<file path="src/rtl/assert_macros.svh">
// Assertion macros used by the allocator top-level RTL file.
`ifndef ASSERT_MACROS_SVH
`define ASSERT_MACROS_SVH
`ifndef SYNTHESIS
`define ASSERT_CLK(lbl, prop, msg) \
  lbl: assert property (@(posedge clk) disable iff (!rst_n) prop) else $error(msg);
`define ASSERT_ALWAYS(lbl, prop, msg) \
  lbl: assert property (@(posedge clk) prop) else $error(msg);
`else
`define ASSERT_CLK(lbl, prop, msg)
`define ASSERT_ALWAYS(lbl, prop, msg)
`endif
`endif

</file>
<file path="src/rtl/nfsa_pkg.sv">
// Types and constants of the next-free-server allocator.
package nfsa_pkg;
  localparam int MAX_SERVERS = 16;
  localparam int SRV_W       = 4;
  localparam int NUM_W       = 5;
  localparam int TIME_W      = 32;
  localparam int CNT_W       = 32;
  localparam int FREE_W      = 33;
  localparam int IN_W        = 64;
  localparam int OUT_W       = 88;

  typedef struct packed {
    logic              is_free;
    logic [FREE_W-1:0] busy_until;
  } alu_res_t;
endpackage

</file>
<file path="src/rtl/nfsa_alu.sv">
// Shared compare and add unit: free test of one server entry and new free-at time.
module nfsa_alu
  import nfsa_pkg::*;
(
  input  logic [FREE_W-1:0] a_free_at,
  input  logic [TIME_W-1:0] a_now,
  input  logic [TIME_W-1:0] a_load,
  output alu_res_t          res
);

  always_comb begin
    res.is_free    = (a_free_at <= {1'b0, a_now});
    res.busy_until = {1'b0, a_now} + {1'b0, a_load};
  end

endmodule

</file>
<file path="src/rtl/next_free_server_allocator_unit.sv">
// Top level of the next-free-server allocator: sequencer, server state and result register.
// A request passes through an accept state (IDLE), one scan step per server visited
// (1 to num_servers) and an update state. The scan tests one free-at entry per cycle
// through the shared compare unit from the rotating start position. A result waits in
// the output register while the next request is accepted and scanned; the update stalls
// only if the previous result is still untaken. All server state is held in flip-flops
// and cleared by reset at once.
`include "assert_macros.svh"
module next_free_server_allocator_unit
  import nfsa_pkg::*;
(
  input  logic              clk,
  input  logic              rst_n,
  input  logic              cfg_wr_en,
  input  logic [NUM_W-1:0]  cfg_wr_data,
  input  logic              in_tvalid,
  output logic              in_tready,
  // [31:0] arrival_time, [63:32] work_load
  input  logic [IN_W-1:0]   in_tdata,
  output logic              out_tvalid,
  input  logic              out_tready,
  // [3:0] server_index, [35:4] server_count, [67:36] max_count, [83:68] busiest_mask, pad
  output logic [OUT_W-1:0]  out_tdata,
  // [0] dropped
  output logic              out_tuser
);

  localparam logic [1:0] ST_IDLE   = 2'd0;
  localparam logic [1:0] ST_SCAN   = 2'd1;
  localparam logic [1:0] ST_UPDATE = 2'd2;

  logic [1:0]             state_r, state_nxt;
  logic [NUM_W-1:0]       num_r;
  logic [SRV_W-1:0]       start_r, start_nxt;
  logic [SRV_W-1:0]       idx_r, idx_nxt;
  logic [SRV_W-1:0]       steps_r, steps_nxt;
  logic                   found_r, found_nxt;
  logic [TIME_W-1:0]      now_r;
  logic [TIME_W-1:0]      load_r;
  logic [FREE_W-1:0]      free_at_r [MAX_SERVERS];
  logic [CNT_W-1:0]       handled_r [MAX_SERVERS];
  logic [CNT_W-1:0]       highest_r, highest_nxt;
  logic [MAX_SERVERS-1:0] mask_r, mask_nxt;
  logic [MAX_SERVERS-1:0] inuse;
  logic                   out_valid_r, out_valid_nxt;
  logic [OUT_W-1:0]       out_data_r;
  logic                   out_drop_r;
  logic                   commit;
  logic [CNT_W-1:0]       cnt_new;
  logic [NUM_W-1:0]       clamp_num;
  alu_res_t               alu_res;

  nfsa_alu u_alu (
    .a_free_at (free_at_r[idx_r]),
    .a_now     (now_r),
    .a_load    (load_r),
    .res       (alu_res)
  );

  always_comb begin
    if (cfg_wr_data == '0) begin
      clamp_num = NUM_W'(1);
    end else if (cfg_wr_data > NUM_W'(MAX_SERVERS)) begin
      clamp_num = NUM_W'(MAX_SERVERS);
    end else begin
      clamp_num = cfg_wr_data;
    end
  end

  always_comb begin
    for (int i = 0; i < MAX_SERVERS; i++) begin
      inuse[i] = (NUM_W'(i) < num_r);
    end
  end

  assign in_tready  = (state_r == ST_IDLE);
  assign commit     = (state_r == ST_UPDATE) && (!out_valid_r || out_tready);
  assign cnt_new    = (handled_r[idx_r] == '1) ? handled_r[idx_r] : handled_r[idx_r] + 1'b1;

  always_comb begin
    state_nxt   = state_r;
    idx_nxt     = idx_r;
    steps_nxt   = steps_r;
    found_nxt   = found_r;
    start_nxt   = start_r;
    highest_nxt = highest_r;
    mask_nxt    = mask_r;
    unique case (state_r)
      ST_IDLE: begin
        if (in_tvalid) begin
          idx_nxt   = ({1'b0, start_r} < num_r) ? start_r : '0;
          steps_nxt = '0;
          found_nxt = 1'b0;
          state_nxt = ST_SCAN;
        end
      end
      ST_SCAN: begin
        if (alu_res.is_free) begin
          found_nxt = 1'b1;
          state_nxt = ST_UPDATE;
        end else if ({1'b0, steps_r} == num_r - NUM_W'(1)) begin
          state_nxt = ST_UPDATE;
        end else begin
          steps_nxt = steps_r + 1'b1;
          idx_nxt   = ({1'b0, idx_r} + NUM_W'(1) == num_r) ? '0 : idx_r + 1'b1;
        end
      end
      ST_UPDATE: begin
        if (commit) begin
          if (found_r) begin
            if (cnt_new > highest_r) begin
              highest_nxt = cnt_new;
              mask_nxt    = MAX_SERVERS'(1) << idx_r;
            end else if (cnt_new == highest_r) begin
              mask_nxt = mask_r | (MAX_SERVERS'(1) << idx_r);
            end
          end
          start_nxt = ({1'b0, start_r} + NUM_W'(1) >= num_r) ? '0 : start_r + 1'b1;
          state_nxt = ST_IDLE;
        end
      end
      default: begin
        state_nxt = ST_IDLE;
      end
    endcase
  end

  always_comb begin
    out_valid_nxt = out_valid_r;
    if (out_valid_r && out_tready) begin
      out_valid_nxt = 1'b0;
    end
    if (commit) begin
      out_valid_nxt = 1'b1;
    end
  end

  always_ff @(posedge clk) begin
    if (!rst_n) begin
      state_r     <= ST_IDLE;
      num_r       <= NUM_W'(MAX_SERVERS);
      start_r     <= '0;
      idx_r       <= '0;
      steps_r     <= '0;
      found_r     <= 1'b0;
      highest_r   <= '0;
      mask_r      <= '1;
      out_valid_r <= 1'b0;
      for (int i = 0; i < MAX_SERVERS; i++) begin
        free_at_r[i] <= '0;
        handled_r[i] <= '0;
      end
    end else begin
      state_r     <= state_nxt;
      start_r     <= start_nxt;
      idx_r       <= idx_nxt;
      steps_r     <= steps_nxt;
      found_r     <= found_nxt;
      highest_r   <= highest_nxt;
      mask_r      <= mask_nxt;
      out_valid_r <= out_valid_nxt;
      if (cfg_wr_en) begin
        num_r <= clamp_num;
      end
      if (commit && found_r) begin
        free_at_r[idx_r] <= alu_res.busy_until;
        handled_r[idx_r] <= cnt_new;
      end
    end
  end

  always_ff @(posedge clk) begin
    if (in_tvalid && in_tready) begin
      now_r  <= in_tdata[TIME_W-1:0];
      load_r <= in_tdata[2*TIME_W-1:TIME_W];
    end
    if (commit) begin
      out_drop_r <= !found_r;
      out_data_r <= {4'b0000,
                     mask_nxt & inuse,
                     highest_nxt,
                     found_r ? cnt_new : {CNT_W{1'b0}},
                     found_r ? idx_r : {SRV_W{1'b0}}};
    end
  end

  assign out_tvalid = out_valid_r;
  assign out_tdata  = out_data_r;
  assign out_tuser  = out_drop_r;

  `ASSERT_CLK(a_accept_starts_scan, (in_tvalid && in_tready) |=> (state_r == ST_SCAN),
              "accepted word did not start a scan")
  `ASSERT_CLK(a_scan_in_ring, (state_r == ST_SCAN) |-> ({1'b0, idx_r} < num_r),
              "scan index outside the ring")
  `ASSERT_CLK(a_drop_clears, (out_tvalid && out_tuser) |-> (out_tdata[35:0] == 36'd0),
              "dropped word carries a server or count")
  `ASSERT_CLK(a_count_le_max, (out_tvalid && !out_tuser) |->
              (out_tdata[35:4] <= out_tdata[67:36]), "server count above max count")
  `ASSERT_CLK(a_mask_in_ring, out_tvalid |-> ((out_tdata[83:68] & ~inuse) == '0),
              "busiest mask marks a server outside the ring")

endmodule

</file>
<file path="config.mk">
export PLATFORM = sky130hd
export DESIGN_NAME = next_free_server_allocator_unit
export DESIGN_NICKNAME = d
export VERILOG_FILES = /design/src/rtl/nfsa_pkg.sv /design/src/rtl/nfsa_alu.sv /design/src/rtl/next_free_server_allocator_unit.sv
export VERILOG_INCLUDE_DIRS = /design/src /design/src/rtl
export SDC_FILE = /design/constraint.sdc
export NUM_CORES = 2
export LEC_CHECK = 0
export ABC_CLOCK_PERIOD_IN_PS = 9830
export CORE_MARGIN = 4
export CORE_UTILIZATION = 45
export DETAILED_ROUTE_END_ITERATION = 16
export DONT_BUFFER_PORTS = 1
export PLACE_DENSITY = 0.71
export SLEW_MARGIN = 15
export SYNTH_ARGS = -nofsm -noshare
export SYNTH_HDL_FRONTEND = slang
export SYNTH_SLANG_ARGS = --single-unit
</file>
<file path="constraint.sdc">
create_clock -name clk -period 9.83 [get_ports clk]
set_input_delay 1.966 -clock clk [delete_from_list [all_inputs] [get_ports clk]]
set_output_delay 1.966 -clock clk [all_outputs]
set_load 0.05 [all_outputs]
</file>
# Yosys cells after proc, flatten, opt, wreduce, memory -nomap -nowiden
# Memory sizes are Yosys's and may differ from the RTL's. A register that Yosys moved wholly into a read port is not among the register bits.
# Cells that the tools add are included.
classes:
  n_addsub: 8
  shifts: 1
  reduce_logical: 17
  n_mux: 47
  n_eq_ne: 12
  bitwise_logic: 2
  order_cmp: 21
op_table:
  columns: ["operator", "n"]
  rows:
  - ["32-bit two-way mux", 6]
  - ["16-bit two-way mux", 5]
  - ["4-bit two-way mux", 15]
  - ["4-bit by 5-bit less-than comparator with 1-bit output (first input constant)", 8]
  - ["32-bit by 32-bit adder with 33-bit output", 1]
  - ["33-bit by 32-bit <= comparator with 1-bit output", 1]
  - ["33-bit two-way mux", 1]
  - ["33-bit OR reduction", 1]
  - ["32-bit by 1-bit adder with 32-bit output (second input constant)", 1]
  - ["32-bit equality test", 1]
  - ["32-bit equality test (second input constant)", 1]
  - ["32-bit greater-than comparator", 1]
  - ["32-bit OR reduction", 1]
  - ["3-bit by 5-bit less-than comparator with 1-bit output (first input constant)", 4]
  - ["16-bit AND", 1]
  - ["16-bit bitwise OR", 1]
  - ["4-bit one-hot mux with 2 select lines", 2]
  - ["1-bit by 4-bit left shift with 16-bit output (first input constant)", 1]
  - ["4-bit by 1-bit adder with 4-bit output (second input constant)", 3]
  - ["4-bit by 1-bit adder with 5-bit output (second input constant)", 2]
  - ["1-bit by 5-bit less-than comparator with 1-bit output (first input constant)", 2]
  - ["2-bit by 5-bit less-than comparator with 1-bit output (first input constant)", 2]
  - ["1-bit two-way mux", 10]
  - ["5-bit two-way mux", 2]
  - ["other kinds (22)", 35]
totals:
  ram_bits: 1040
  ff_bits: 218
  output_inout_bits: 91
  input_bits: 74
  n_memories: 2
  word_cells: 124
mem_list:
  columns: ["memory", "words", "word_bits", "read_ports", "rd_ports_with_merged_regs", "wr", "line", "source"]
  rows:
  - ["free_at_r", 16, 33, 1, 1, 16, "next_free_server_allocator_unit.sv:40", "logic [FREE_W-1:0] free_at_r [MAX_SERVERS];"]
  - ["handled_r", 16, 32, 1, 1, 16, "next_free_server_allocator_unit.sv:41", "logic [CNT_W-1:0] handled_r [MAX_SERVERS];"]

# Depth between registers and ports, before layout
depth:
  ltp_word: 9
  ltp_mapped: 27
  ltp_nobuf: 21

# Cells and area by module
# Synthesis repeated with hierarchy kept, for this count alone.
unflattened:
  hier_cells: 4193
  hier_area_um2: 58785.1
modules_own_cells:
  columns: ["mod", "seq_area_each_um2", "area_each_um2", "instances", "cells_each"]
  rows:
  - ["next_free_server_allocator_unit", 37165.6, 56110.1, 1, 3821]
  - ["nfsa_alu", 0.0, 2675.1, 1, 372]

# Least setup slack after synthesis
# No wires, ideal clock.
synth_timing:
  path_kind: "input -> register"
  start: "input out_tready"
  end: "memory free_at_r[10][0] (enable)"
  t_arrival_ps: 9128
  path_buffers: 0
  cell_stages: 5
  setup_time_ps: 578
  setup_slack_ps: 124
  required_time_ps: 9252
  cell_sequence: "nand2b_1 -> nand2b_1 -> inv_1 -> nand2_1 -> o21ai_0"
synth_rtl:
  columns: ["item", "line", "source"]
  rows:
  - ["start: declaration", "next_free_server_allocator_unit.sv:21", "input logic out_tready,"]
  - ["end: declaration", "next_free_server_allocator_unit.sv:40", null]

==> impl_summary.txt <==
----------------------------------------------------
[Status]
  Outcome ... finished clean

[Global route]
  Global-route wire length before repair ... between 200,000 and 250,000 um
  Maximum number of pins on one net before global-route repair ... 101
  Number of global-route vias before repair ... between 30,000 and 40,000
  Total congestion overflow ... 0
  Number of antenna violations at the first check in global routing ... 5
  All-layer global routing usage ... around 25%

[Power and ir drop]
  P_leak ... between 20 and 25 nW
  IR drop worst, VDD ... 0.000153 V
  Power density over the cells ... 213 mW/mm^2

[Logic synthesis]
  Dominant register cell in the synthesized netlist ... sky130_fd_sc_hd__edfxtp_1
  Cell types with the largest area share after synthesis ... sky130_fd_sc_hd__edfxtp_1 63%, sky130_fd_sc_hd__mux4_2 11%, sky130_fd_sc_hd__nor2_1 7.6%, sky130_fd_sc_hd__dfxtp_1 2.6%, sky130_fd_sc_hd__ha_1 2.6%
  Count of flip-flops with a built-in enable after synthesis ... approximately 1,200
  Post-synthesis sequential area ratio ... about two thirds
  Portion of synthesized cell area occupied by the leading cell type ... about 63%
  Count of cell types in the netlist ... 86
  Top cell type by total area after synthesis ... sky130_fd_sc_hd__edfxtp_1
  Asr flop ratio synth ... 0%
  Number of warnings issued by yosys ... 0
  FF+latch count, synth ... around 1,300
  Post-synthesis instance total ... approximately 4,000
  Netlist area before placement ... between 0.05 and 0.06 mm^2
  Post-synthesis average cell area ... 13.9 um^2

[Worst hold path]
  End point of the most critical hold path ... mask_r[15]
  Start point of the worst hold path ... mask_r[15]
  Worst hold path stage count ... 2
  Type of the most critical hold path ... reg -> reg

[Timing]
  Min Clock Period, post-route ... between 8 and 9 ns
  Remaining max-slew budget at the tightest pin ... ~18%
  Final setup viols ... 0
  Max-slew violations ... 0
  Maximum clock frequency ... between 100 and 150 MHz
  Final Hold Fails ... 0
  Unrepaired setup endpoints after global routing ... false
  Post-route setup slack ... roughly 1.5 ns
  Final period util ... 85.0%
  Post-route clock skew ... 0.0306 ns
  Transition time of the tightest slew-check pin ... around 1.2 ns
  Total negative setup slack ... 0 ns

[Worst setup path]
  FF-to-FF End ... highest_r[26]
  Cell-by-cell trace of the critical path ... inv_4 > mux4_2 > ha_1 > nand4_1 > nor4_4 > nor3_1 > xnor2_2 > inv_1 > ha_1 > a21o_1 > a21o_1 > a211o_1 > nand3b_1 > a21oi_1 > o21bai_4 > buf_4 > o21ai_0 > and2_1
  Register-to-register path setup slack ... about 1.5 ns
  Data arrival time of the critical path ... between 9 and 10 ns
  Kind of start point of the critical path ... flip-flop
  Reg2Reg Depth ... 18
  Crit-path max FO ... 32
  WS Path Type ... reg -> reg
  Critical path capture point type ... flip-flop
  Worst endpoint required time ... about 11 ns
  Delay of the slowest cell on the worst path ... approximately 1 ns
  Slowest CP cell ... sky130_fd_sc_hd__dfxtp_1

[CTS]
  Clock buffers created by TritonCTS ... 131
  Hold buffer count at cts ... 0
  Clock tree sinks ... ~1,300
  Post-CTS Repair Setup Buffers ... 0
  Clk Latency, worst-skew pair ... between 0.7 and 0.8 ns
  # H-tree levels ... 4
  Post-cts gate resize count ... 0
  CTS max path bufs ... 3
  Buffer type at the clock tree root ... sky130_fd_sc_hd__clkbuf_16
  Clock input transition at the sequential cells of the worst setup and hold paths ... approximately 0.07 ns
  Clock tree from TritonCTS ... done

[Layout]
  Commonest non-fill, non-tap cell in the layout ... sky130_fd_sc_hd__edfxtp_1
  Layout net count ... around 4,200
  Synthesis-to-layout area growth ... 11.4%
  Share of final-layout standard cells stronger than drive strength 1 ... about 17%
  Commonest non-fill, non-tap cells in the layout ... 1,189 x sky130_fd_sc_hd__edfxtp_1, 1,133 x sky130_fd_sc_hd__nor2_1, 283 x sky130_fd_sc_hd__mux4_2, 136 x sky130_fd_sc_hd__clkbuf_16, 134 x sky130_fd_sc_hd__nand2_1

[Die]
  DIE WIDTH ... approximately 360 um
  Die Y ... around 360 um
  Top-Level Pins ... approximately 170
  Placeable Area ... between 0.1 and 0.15 mm^2
  Total die area ... between 0.1 and 0.15 mm^2
  Number of cell rows ... between 100 and 150
  Effective utilization at floorplan ... roughly 45%

[Routing]
  Number of design rule violations left after detail routing ... 0
  Iteration count of the initial detailed-routing pass ... 6
  Sum of routed wire length over all layers ... approximately 160,000 um
  Number of vias in the routed layout ... approximately 35,000
  Initial DRC count ... between 4,000 and 5,000
  Post-DR wirelength/cell ... about 28 um
  Routed vias/inst ... roughly 6
  Antenna viol nets, final ... 0

[Placement]
  Total of buffers placed on input and output ports ... 0
  Setup slack at placement ... between 1.5 and 2 ns
  Weighted congestion reported at the end of routability-driven placement ... 0.890
  Detailed-placement wirelength estimate ... about 90,000 um

[Run]
  Reported max-cap violation count ... 0

----------------------------------------------------
## layout make-up
type	instances	area [um^2]
fillers	10207	61200
flip-flops and latches	1262	37200
multi-input cells	2350	18000
clock buffers	174	3650
well taps	1637	2050
repair buffers	95	763
clock inverters	60	667
inverters	130	493
diodes	2	5.00
## through the flow
stage / instance area (um^2) / util (%) / hold WS (ns) / std cells / power, W
5_1_grt: 62800 / 50.6 / 0.515 / 5708 / 0.0138
6_report: 62800 / 50.6 / 0.470 / 5710 / 0.0134
3_3_place_gp: 58300 / 47.1 / 0.448 / 5473 / 0.00839
3_5_place_dp: 58300 / 47.1 / 0.454 / 5473 / 0.00843
4_1_cts: 62700 / 50.5 / 0.470 / 5707 / 0.0134
2_1_floorplan: 56300 / - / 0.425 / 4043 / 0.00777
## state kept, by name, indices dropped and copies added, names as in the netlist, named ones only
| name | flops |
|---|---|
| idx_r | 4 |
| out_tuser | 1 |
| steps_r | 4 |
| handled_r | 512 |
| num_r | 5 |
| out_tvalid | 1 |
| state_r | 2 |
| found_r | 1 |
| out_tdata | 84 |
| highest_r | 32 |
| start_r | 4 |
| load_r | 32 |
| mask_r | 16 |
| now_r | 32 |
| free_at_r | 528 |
## worst max-delay path, delay by kind of cell (launching register included)
| family | cells | cell delay [ns] |
|---|---|---|
| compound gates | 6 | 1.96 |
| xor+xnor | 1 | 0.96 |
| fa+ha+maj | 2 | 0.89 |
| buf+inv | 3 | 1.04 |
| flops | 1 | 0.98 |
| mux | 1 | 0.53 |
| simple gates | 5 | 1.86 |
## kinds of logic after synthesis
family | count (synthesis) | share of synthesized area (%)
other | 1 | 0.00666
buffers and inverters | 431 | 3.16
multiplexers | 329 | 12.3
AND/OR/NAND/NOR | 1506 | 11.0
XOR/XNOR | 67 | 1.17
AO/OA/AOI/OAI | 327 | 3.75
flip-flops | 1262 | 66.0
adder cells (fa/ha/maj) | 117 | 2.61
## where the power goes
part / internal [W] / switching (W) / leakage [nW] / total (W)
Combinational: 0.000723 / 0.00140 / 7.54 / 0.00212
Sequential: 0.00608 / 0.000165 / 12.8 / 0.00625
Clock: 0.00291 / 0.00211 / 2.09 / 0.00502
Total: 0.00971 / 0.00367 / 22.4 / 0.0134
## routing by layer
layer,global-route usage (%),wire length (um)
met4,8.95,5990
met2,40.7,78300
met3,5.65,19600
met1,32.5,58500
met5,0,0
## Yosys cell counts, types with 26 or more instances
library cell,number
sky130_fd_sc_hd__ha_1,116
sky130_fd_sc_hd__nor2_1,1134
sky130_fd_sc_hd__o21ai_0,74
sky130_fd_sc_hd__dfxtp_1,73
sky130_fd_sc_hd__nand4_1,26
sky130_fd_sc_hd__and2_1,47
sky130_fd_sc_hd__clkbuf_1,222
sky130_fd_sc_hd__nand2_1,144
sky130_fd_sc_hd__edfxtp_1,1189
sky130_fd_sc_hd__a21oi_1,87
sky130_fd_sc_hd__mux2i_1,35
sky130_fd_sc_hd__nor3_1,34
sky130_fd_sc_hd__buf_1,26
sky130_fd_sc_hd__inv_1,127
sky130_fd_sc_hd__buf_2,34
sky130_fd_sc_hd__mux4_2,283
sky130_fd_sc_hd__xnor2_1,33
sky130_fd_sc_hd__nand3_1,37
sky130_fd_sc_hd__a22oi_1,35
sky130_fd_sc_hd__a21o_1,28
## worst max-delay path by stage
stage	to	from	cells past startpoint	slack (ns)
2_1_floorplan	free_at_r[10][0]	out_tready	5	0.12
3_3_place_gp	highest_r[26]	flip-flop	18	1.83
3_5_place_dp	highest_r[26]	flip-flop	18	1.76
4_1_cts	highest_r[26]	flip-flop	18	1.71
5_1_grt	highest_r[26]	flip-flop	20	1.29
6_report	highest_r[26]	flip-flop	18	1.47
(Power assumes the default switching activity.)
